`config.mk`:
```
export PLATFORM = sky130hd
export DESIGN_NAME = heq_front
export DESIGN_NICKNAME = d
export VERILOG_FILES = /design/src/sv/histogram_equalizer_macros.svh /design/src/sv/heq_pkg.sv /design/src/sv/heq_front.sv
export SDC_FILE = /design/constraint.sdc
export NUM_CORES = 1
export LEC_CHECK = 0
export ABC_AREA = 0
export BUFFER_PORTS_ARGS = -buffer_cell sky130_fd_sc_hd__buf_4
export CAP_MARGIN = 20
export CORE_ASPECT_RATIO = 1.5
export CORE_MARGIN = 5
export CORE_UTILIZATION = 40
export CTS_BUF_LIST = sky130_fd_sc_hd__clkbuf_8
export CTS_CLUSTER_DIAMETER = 50
export DETAILED_ROUTE_END_ITERATION = 7
export RECOVER_POWER = 25
export SYNTH_ARGS = -nofsm -noshare
export SYNTH_HDL_FRONTEND = slang
export SYNTH_SLANG_ARGS = --single-unit
```
`constraint.sdc`:
```
create_clock -name clk_i -period 2.7 [get_ports clk_i]
set_input_delay 0.54 -clock clk_i [delete_from_list [all_inputs] [get_ports clk_i]]
set_output_delay 0.54 -clock clk_i [all_outputs]
set_load 0.01 [all_outputs]
```
`src/sv/histogram_equalizer_macros.svh`:
```
// Assertion macros for the histogram equalizer
`ifndef HISTOGRAM_EQUALIZER_MACROS_SVH
`define HISTOGRAM_EQUALIZER_MACROS_SVH
`ifndef SYNTHESIS
`define HEQ_ASSERT_IMPL(label, clk, rst_n, prop, msg) \
  label: assert property (@(posedge clk) disable iff (!rst_n) prop) else $error(msg);
`define HEQ_ASSERT_NOW(label, clk, rst_n, cond, msg) \
  label: assert property (@(posedge clk) disable iff (!rst_n) (cond)) else $error(msg);
`else
`define HEQ_ASSERT_IMPL(label, clk, rst_n, prop, msg)
`define HEQ_ASSERT_NOW(label, clk, rst_n, cond, msg)
`endif
`endif

```
`src/sv/heq_pkg.sv`:
```
// Shared types and constants for the histogram equalizer
`default_nettype none
package heq_pkg;
  localparam int unsigned Bins = 256;
  localparam int unsigned BinW = 8;
  localparam int unsigned CntW = 23;
  localparam logic [CntW-1:0] MaxPixels = 23'd4194304;
  localparam int unsigned QDepth = 4;
  localparam int unsigned QPtrW = 2;

  typedef enum logic {
    CMD_COUNT = 1'b0,
    CMD_MAP   = 1'b1
  } cmd_e;

  typedef struct packed {
    cmd_e            cmd;
    logic [BinW-1:0] pixel;
    logic            last;
  } item_t;
endpackage
`default_nettype wire

```
`src/sv/heq_front.sv`:
```
// Input side: accepts beats into a short item queue
`default_nettype none
module heq_front (
  input  wire logic           clk_i,
  input  wire logic           rst_ni,
  input  wire logic           push_i,
  output logic                full_o,
  input  wire heq_pkg::item_t item_i,
  output logic                q_valid_o,
  output heq_pkg::item_t      q_item_o,
  input  wire logic           q_take_i
);
  import heq_pkg::*;
  item_t            buf_q [QDepth];
  logic [QPtrW-1:0] wp_q, rp_q;
  logic [QPtrW:0]   cnt_q;
  logic             wr, rd;

  assign full_o    = (cnt_q == (QPtrW+1)'(QDepth));
  assign q_valid_o = (cnt_q != '0);
  assign q_item_o  = buf_q[rp_q];
  assign wr = push_i && !full_o;
  assign rd = q_take_i && q_valid_o;

  always_ff @(posedge clk_i) begin
    if (wr) begin
      buf_q[wp_q] <= item_i;
    end
  end

  always_ff @(posedge clk_i or negedge rst_ni) begin
    if (!rst_ni) begin
      wp_q <= '0;
      rp_q <= '0;
      cnt_q <= '0;
    end else begin
      if (wr) wp_q <= wp_q + 1'b1;
      if (rd) rp_q <= rp_q + 1'b1;
      if (wr && !rd) cnt_q <= cnt_q + 1'b1;
      else if (rd && !wr) cnt_q <= cnt_q - 1'b1;
    end
  end
endmodule
`default_nettype wire

```
# Word-level counts from Yosys, hierarchy flattened
# Memory sizes are Yosys's and may differ from the RTL's.
# Index checks and enable logic that the tools add are counted.
# classes
n_addsub	4
n_reduce_logical	9
n_mux	4
n_eq_ne	1
# ops
cell	count
$mux 3	2
$add 2x1->2 const B	2
$logic_and 1x1->1	4
$add 3x1->3 const B	1
$eq 3x3->1 const B	1
$logic_not 1->1	3
$reduce_bool 3->1	1
$sub 3x1->3 const B	1
$mux 1	2
$reduce_bool 2->1	1
# word_totals
in_bits	14
word_cells	22
output_inout_bits	12
memories	1
ff_bits	7
mem_bits_rw	40
# memory_table
memory	depth	word_bits	rd	rd_clocked_by_memory_dff	write_ports	line	source
buf_q	4	10	1	0	1	heq_front.sv:14	item_t buf_q [QDepth];

# Depth between registers and ports, before layout
# logic_depth
word_depth	7
mapped_depth	9
depth_no_buf	8

# Least setup slack after synthesis
# Ideal clock, no wire load.
# synth_path
kind	register -> register
start	register cnt_q[1]
end	register cnt_q[2]
slack_ps	699
path_buffers	0
setup_time_ps	79
arrival_ps	1922
period_less_slack_ps	2001
t_required_ps	2621
path_stages_with_launch	9
cell_sequence	dfrtp_1 -> or3_4 -> nand2_1 -> ha_1 -> inv_1 -> fa_1 -> xor2_1 -> nor2_1 -> xor2_1
# synth_via
elab_cells_between_ends	14
cone_classes	add/sub: 2; eq/ne: 1; mux: 2; reduce/logical: 9
# synth_rtl
element	line	source
start, declared	heq_front.sv:16	logic [QPtrW:0] cnt_q;
start signal, assigned	heq_front.sv:39	if (wr && !rd) cnt_q <= cnt_q + 1'b1;
start signal, assigned	heq_front.sv:40	else if (rd && !wr) cnt_q <= cnt_q - 1'b1;
$reduce_bool 3->1 *	heq_front.sv:20	assign q_valid_o = (cnt_q != '0);
via q_valid_o	heq_front.sv:9	output logic q_valid_o,
$logic_and 1x1->1 *	heq_front.sv:23	assign rd = q_take_i && q_valid_o;
$logic_not 1->1	heq_front.sv:39	
$logic_and 1x1->1	heq_front.sv:39	
$mux 3 / $reduce_bool 2->1 (equally long branches)	-	
# Mark *: on every way through the listed nets, which the timed path passes. The rest lies on a longest branch. The select of a mux whose other input is x is not followed.
# A chain may end at the register's enable or synchronous reset.

==> impl.org <==
** Status
- The run finished with clean final reports.

** Setup path
- For the worst setup path, the data required time is 2160 ps.
- The critical path goes through buf_12 -> mux4_2 -> buf_4.
- Startpoint Class :: flop
- Stage delay of the slowest cell on the critical path :: 560 ps
- The worst setup path is captured at an output pin.
- Maximum fanout along the worst path :: 7
- Data arrives at the worst endpoint at 1700 ps.
- Broken down by cell family, the worst path's largest delay share belongs to flip-flops.
- Startpoint of the most critical register-to-register path :: cnt_q[1]
- Together, buffers and inverters on the worst path number 2.
- Cell with the biggest individual delay on the critical path :: sky130_fd_sc_hd__dfrtp_1
- CP Class :: flop to output pin
- Endpoint of the worst-slack reg-to-reg timing path :: cnt_q[2]
- Setup slack on the worst reg-to-reg path comes out at 570 ps.
- Measured in cells, the most critical reg-to-reg path has a length of 8.

** Timing
- Fin crit share :: 0.830
- Unrepaired setup endpoints after global routing :: false
- Count of final setup violators :: 0
- Number of max-slew violations in the final report :: 0
- Hold Slack :: around 130 ps
- The hold violation total from the final report was 0.
- In the final timing run, aggregate negative setup slack is 0 ps.
- Fmax :: between 400 and 500 MHz
- After layout, the minimum clock period comes to about 2200 ps.
- Clock tree skew after final layout :: roughly 8.3 ps
- For the pin with the worst max-slew slack, the measured transition is ~530 ps.
- In this run the tightest slew margin relative to its limit is 0.645.

** Route
- Number of vias after detailed routing :: 852
- In the routed design, unresolved DRC markers number 0.
- Dividing the detail-routed via count by the number of cells gives ~4.7.
- For this block, the routed nets add up to 2840 µm of wire.
- Mean routed wirelength per cell :: 15.6 µm
- For this run, the detailed router's first-pass iteration total came to 4.
- DRC violation total after the first TritonRoute iteration :: 40
- Once detail routing completed, the nets flagged for antenna violations numbered 0.

** Pwr
- Largest vdd supply drop :: between 0.5 and 0.6 mV
- PwrDens :: approximately 1000 nW/µm²
- Leakage power :: about 0.0008 µW

** Placed design
- Placer Congestion :: roughly 0.69
- Counting tap cells, the placed design contains a total of roughly 170 instances.
- IO Port Bufs :: 25
- The placed instances occupy a cell area of 2140 µm².
- Once detailed placement completed, the half-perimeter wirelength came to 2050 µm.

** Logic synthesis
- During synthesis, Yosys emitted a total of 0 warnings.
- Of the synthesized area, sequential elements account for 0.732.
- Cell variety after synth :: 20
- The mapped netlist covers roughly 1900 µm².
- Average size of a mapped cell :: approximately 22 µm²
- Number of nets in the synthesized netlist :: about 110
- Synthesis produced a netlist whose cell count is 87.
- After synthesis the netlist holds a flip-flop and latch count of 47.

** Layout
- The library cells used most frequently in the layout, excluding fill and tap cells, are sky130_fd_sc_hd__edfxtp_1, sky130_fd_sc_hd__buf_4, sky130_fd_sc_hd__mux4_2.
- Layout filler cell count :: just under 400
- Non-filler instance count after layout :: roughly 180
- Final nets :: 137
- In the final layout, the share of cells above drive strength 1 is 0.381.
- Relative to the synthesized area, the layout overhead comes to 17.3%.
- The number of antenna diodes in the final layout is 0.
- Most frequent standard cell in the layout excluding fill and tap cells :: sky130_fd_sc_hd__edfxtp_1
- Summing all non-filler instances in the final layout gives an area of approximately 2200 µm².

** Floorplan
- Die boundary height :: ~94 µm
- Initial standard-cell utilization of the core :: 0.414
- Floorplan row count :: 30
- Die X-Extent :: ~66 µm
- Number of top-level pins :: 26
- The die covers between 6000 and 7000 µm².
- Standard cell core area :: 4540 µm²

** CTS
- Clock-pin slew reported for the worst setup and hold paths after clock tree synthesis :: 80 ps
- TritonCTS built the clock tree.
- Total of cells resized after clock tree synthesis :: 0
- Total of hold buffers inserted after clock tree synthesis :: 0
- The number of setup buffers added after CTS is 0.
- Counting every sink on the clock net gives 47.
- CTS Buf Count :: 5
- Clock buffer depth :: 2
- Root Driver :: sky130_fd_sc_hd__clkbuf_8
- The H-tree was split into 2 levels.
- Clk Latency, worst-skew pair :: slightly below 300 ps

** GRT
- Summed over all layers, the global routing overflow is 0.
- Initial antenna violation count :: 0
- Maximum number of pins on one net before global-route repair :: 15
- GRT Util Overall :: 0.104
- Vias in the first global route :: slightly above 900
- Global-route wire length before repair :: roughly 4600 µm

** Hold path
- Path class of the lowest-slack min-delay path :: input port to asynchronous set/reset pin

** Job
- Across the run, the number of max-cap violations was 0.
==> through the flow <==
| stage | worst slack, ps | utilization | power [µW] |
|---|---|---|---|
| 6_report | 458 | 0.485 | 2310 |
| 5_1_grt | 354 | 0.485 | 2460 |
| 4_1_cts | 417 | 0.490 | 2360 |
| 3_5_place_dp | 586 | 0.472 | 1960 |
| 3_3_place_gp | 674 | 0.472 | 1920 |
| 2_1_floorplan | 699 | - | 1630 |
==> how the worst max path moves through the flow <==
stage | slack [ps] | endpoint | cells past startpoint | startpoint
after floorplan | 700 | cnt_q[2] | 8 | cnt_q[1]
final | 460 | q_item_o[1] | 3 | rp_q[0]
after global routing | 350 | q_item_o[1] | 3 | rp_q[0]
after CTS | 420 | q_item_o[1] | 3 | rp_q[0]
after global placement | 670 | cnt_q[2] | 8 | push_i
after detailed placement | 590 | cnt_q[2] | 8 | push_i
==> state kept, by name (all words and copies together) (netlist names) <==
register / count
buf_q: 40
cnt_q: 3
rp_q: 2
wp_q: 2
==> Yosys cell counts <==
cell	count	area, µm²
sky130_fd_sc_hd__ha_1	5	62.6
sky130_fd_sc_hd__xor2_1	2	17.5
sky130_fd_sc_hd__edfxtp_1	40	1200
sky130_fd_sc_hd__mux2_2	1	11.3
sky130_fd_sc_hd__dfrtp_1	7	175
sky130_fd_sc_hd__fa_1	1	20.0
sky130_fd_sc_hd__nand3_1	1	5.00
sky130_fd_sc_hd__buf_2	1	5.00
sky130_fd_sc_hd__buf_4	1	7.51
sky130_fd_sc_hd__buf_6	1	11.3
sky130_fd_sc_hd__nor2b_2	1	8.76
sky130_fd_sc_hd__nand2_1	1	3.75
sky130_fd_sc_hd__xnor2_1	4	35.0
sky130_fd_sc_hd__nor2_1	1	3.75
sky130_fd_sc_hd__or3_4	1	11.3
sky130_fd_sc_hd__mux4_2	10	225
sky130_fd_sc_hd__inv_1	3	11.3
sky130_fd_sc_hd__nor3b_4	1	18.8
sky130_fd_sc_hd__mux2_4	1	15.0
sky130_fd_sc_hd__and2_2	4	30.0
==> cell type report <==
type / instances / area (µm²) / area share
Timing Repair Buffer: 26 / 185 / 0.0840
Sequential cell: 47 / 1380 / 0.624
Clock buffer: 5 / 68.8 / 0.0312
Clock inverter: 3 / 15.0 / 0.00681
Multi-Input combinational cell: 34 / 468 / 0.212
Tap cell: 64 / 80.1 / 0.0363
Inverter: 3 / 11.3 / 0.00511
==> per-layer routing <==
| metal | part of all wire | up-vias | GRT usage |
|---|---|---|---|
| met5 | 0 | - | 0 |
| met4 | 0.015 | 0 | 0.0610 |
| met3 | 0.044 | 4 | 0.0299 |
| met2 | 0.52 | 20 | 0.168 |
| met1 | 0.42 | 432 | 0.122 |
| li1 | - | 396 | - |
==> power by group <==
group	leakage, µW	switching [µW]	internal [µW]
sequential	0.000448	135	978
clock	0.0000392	219	176
combinational	0.000295	334	465
total	0.000782	688	1620
==> cell families (layout without fill, tap and decap cells) <==
| kind of cell | after synthesis | in the layout | share of synthesized area |
|---|---|---|---|
| adders and majority gates | 6 | 6 | 0.0439 |
| muxes | 12 | 12 | 0.134 |
| buffers and inverters | 6 | 37 | 0.0186 |
| xor gates and xnor gates | 6 | 6 | 0.0280 |
| DFF | 47 | 47 | 0.732 |
| and+or+nand+nor | 10 | 10 | 0.0433 |
No activity file was read; power rests on OpenSTA's default activity.
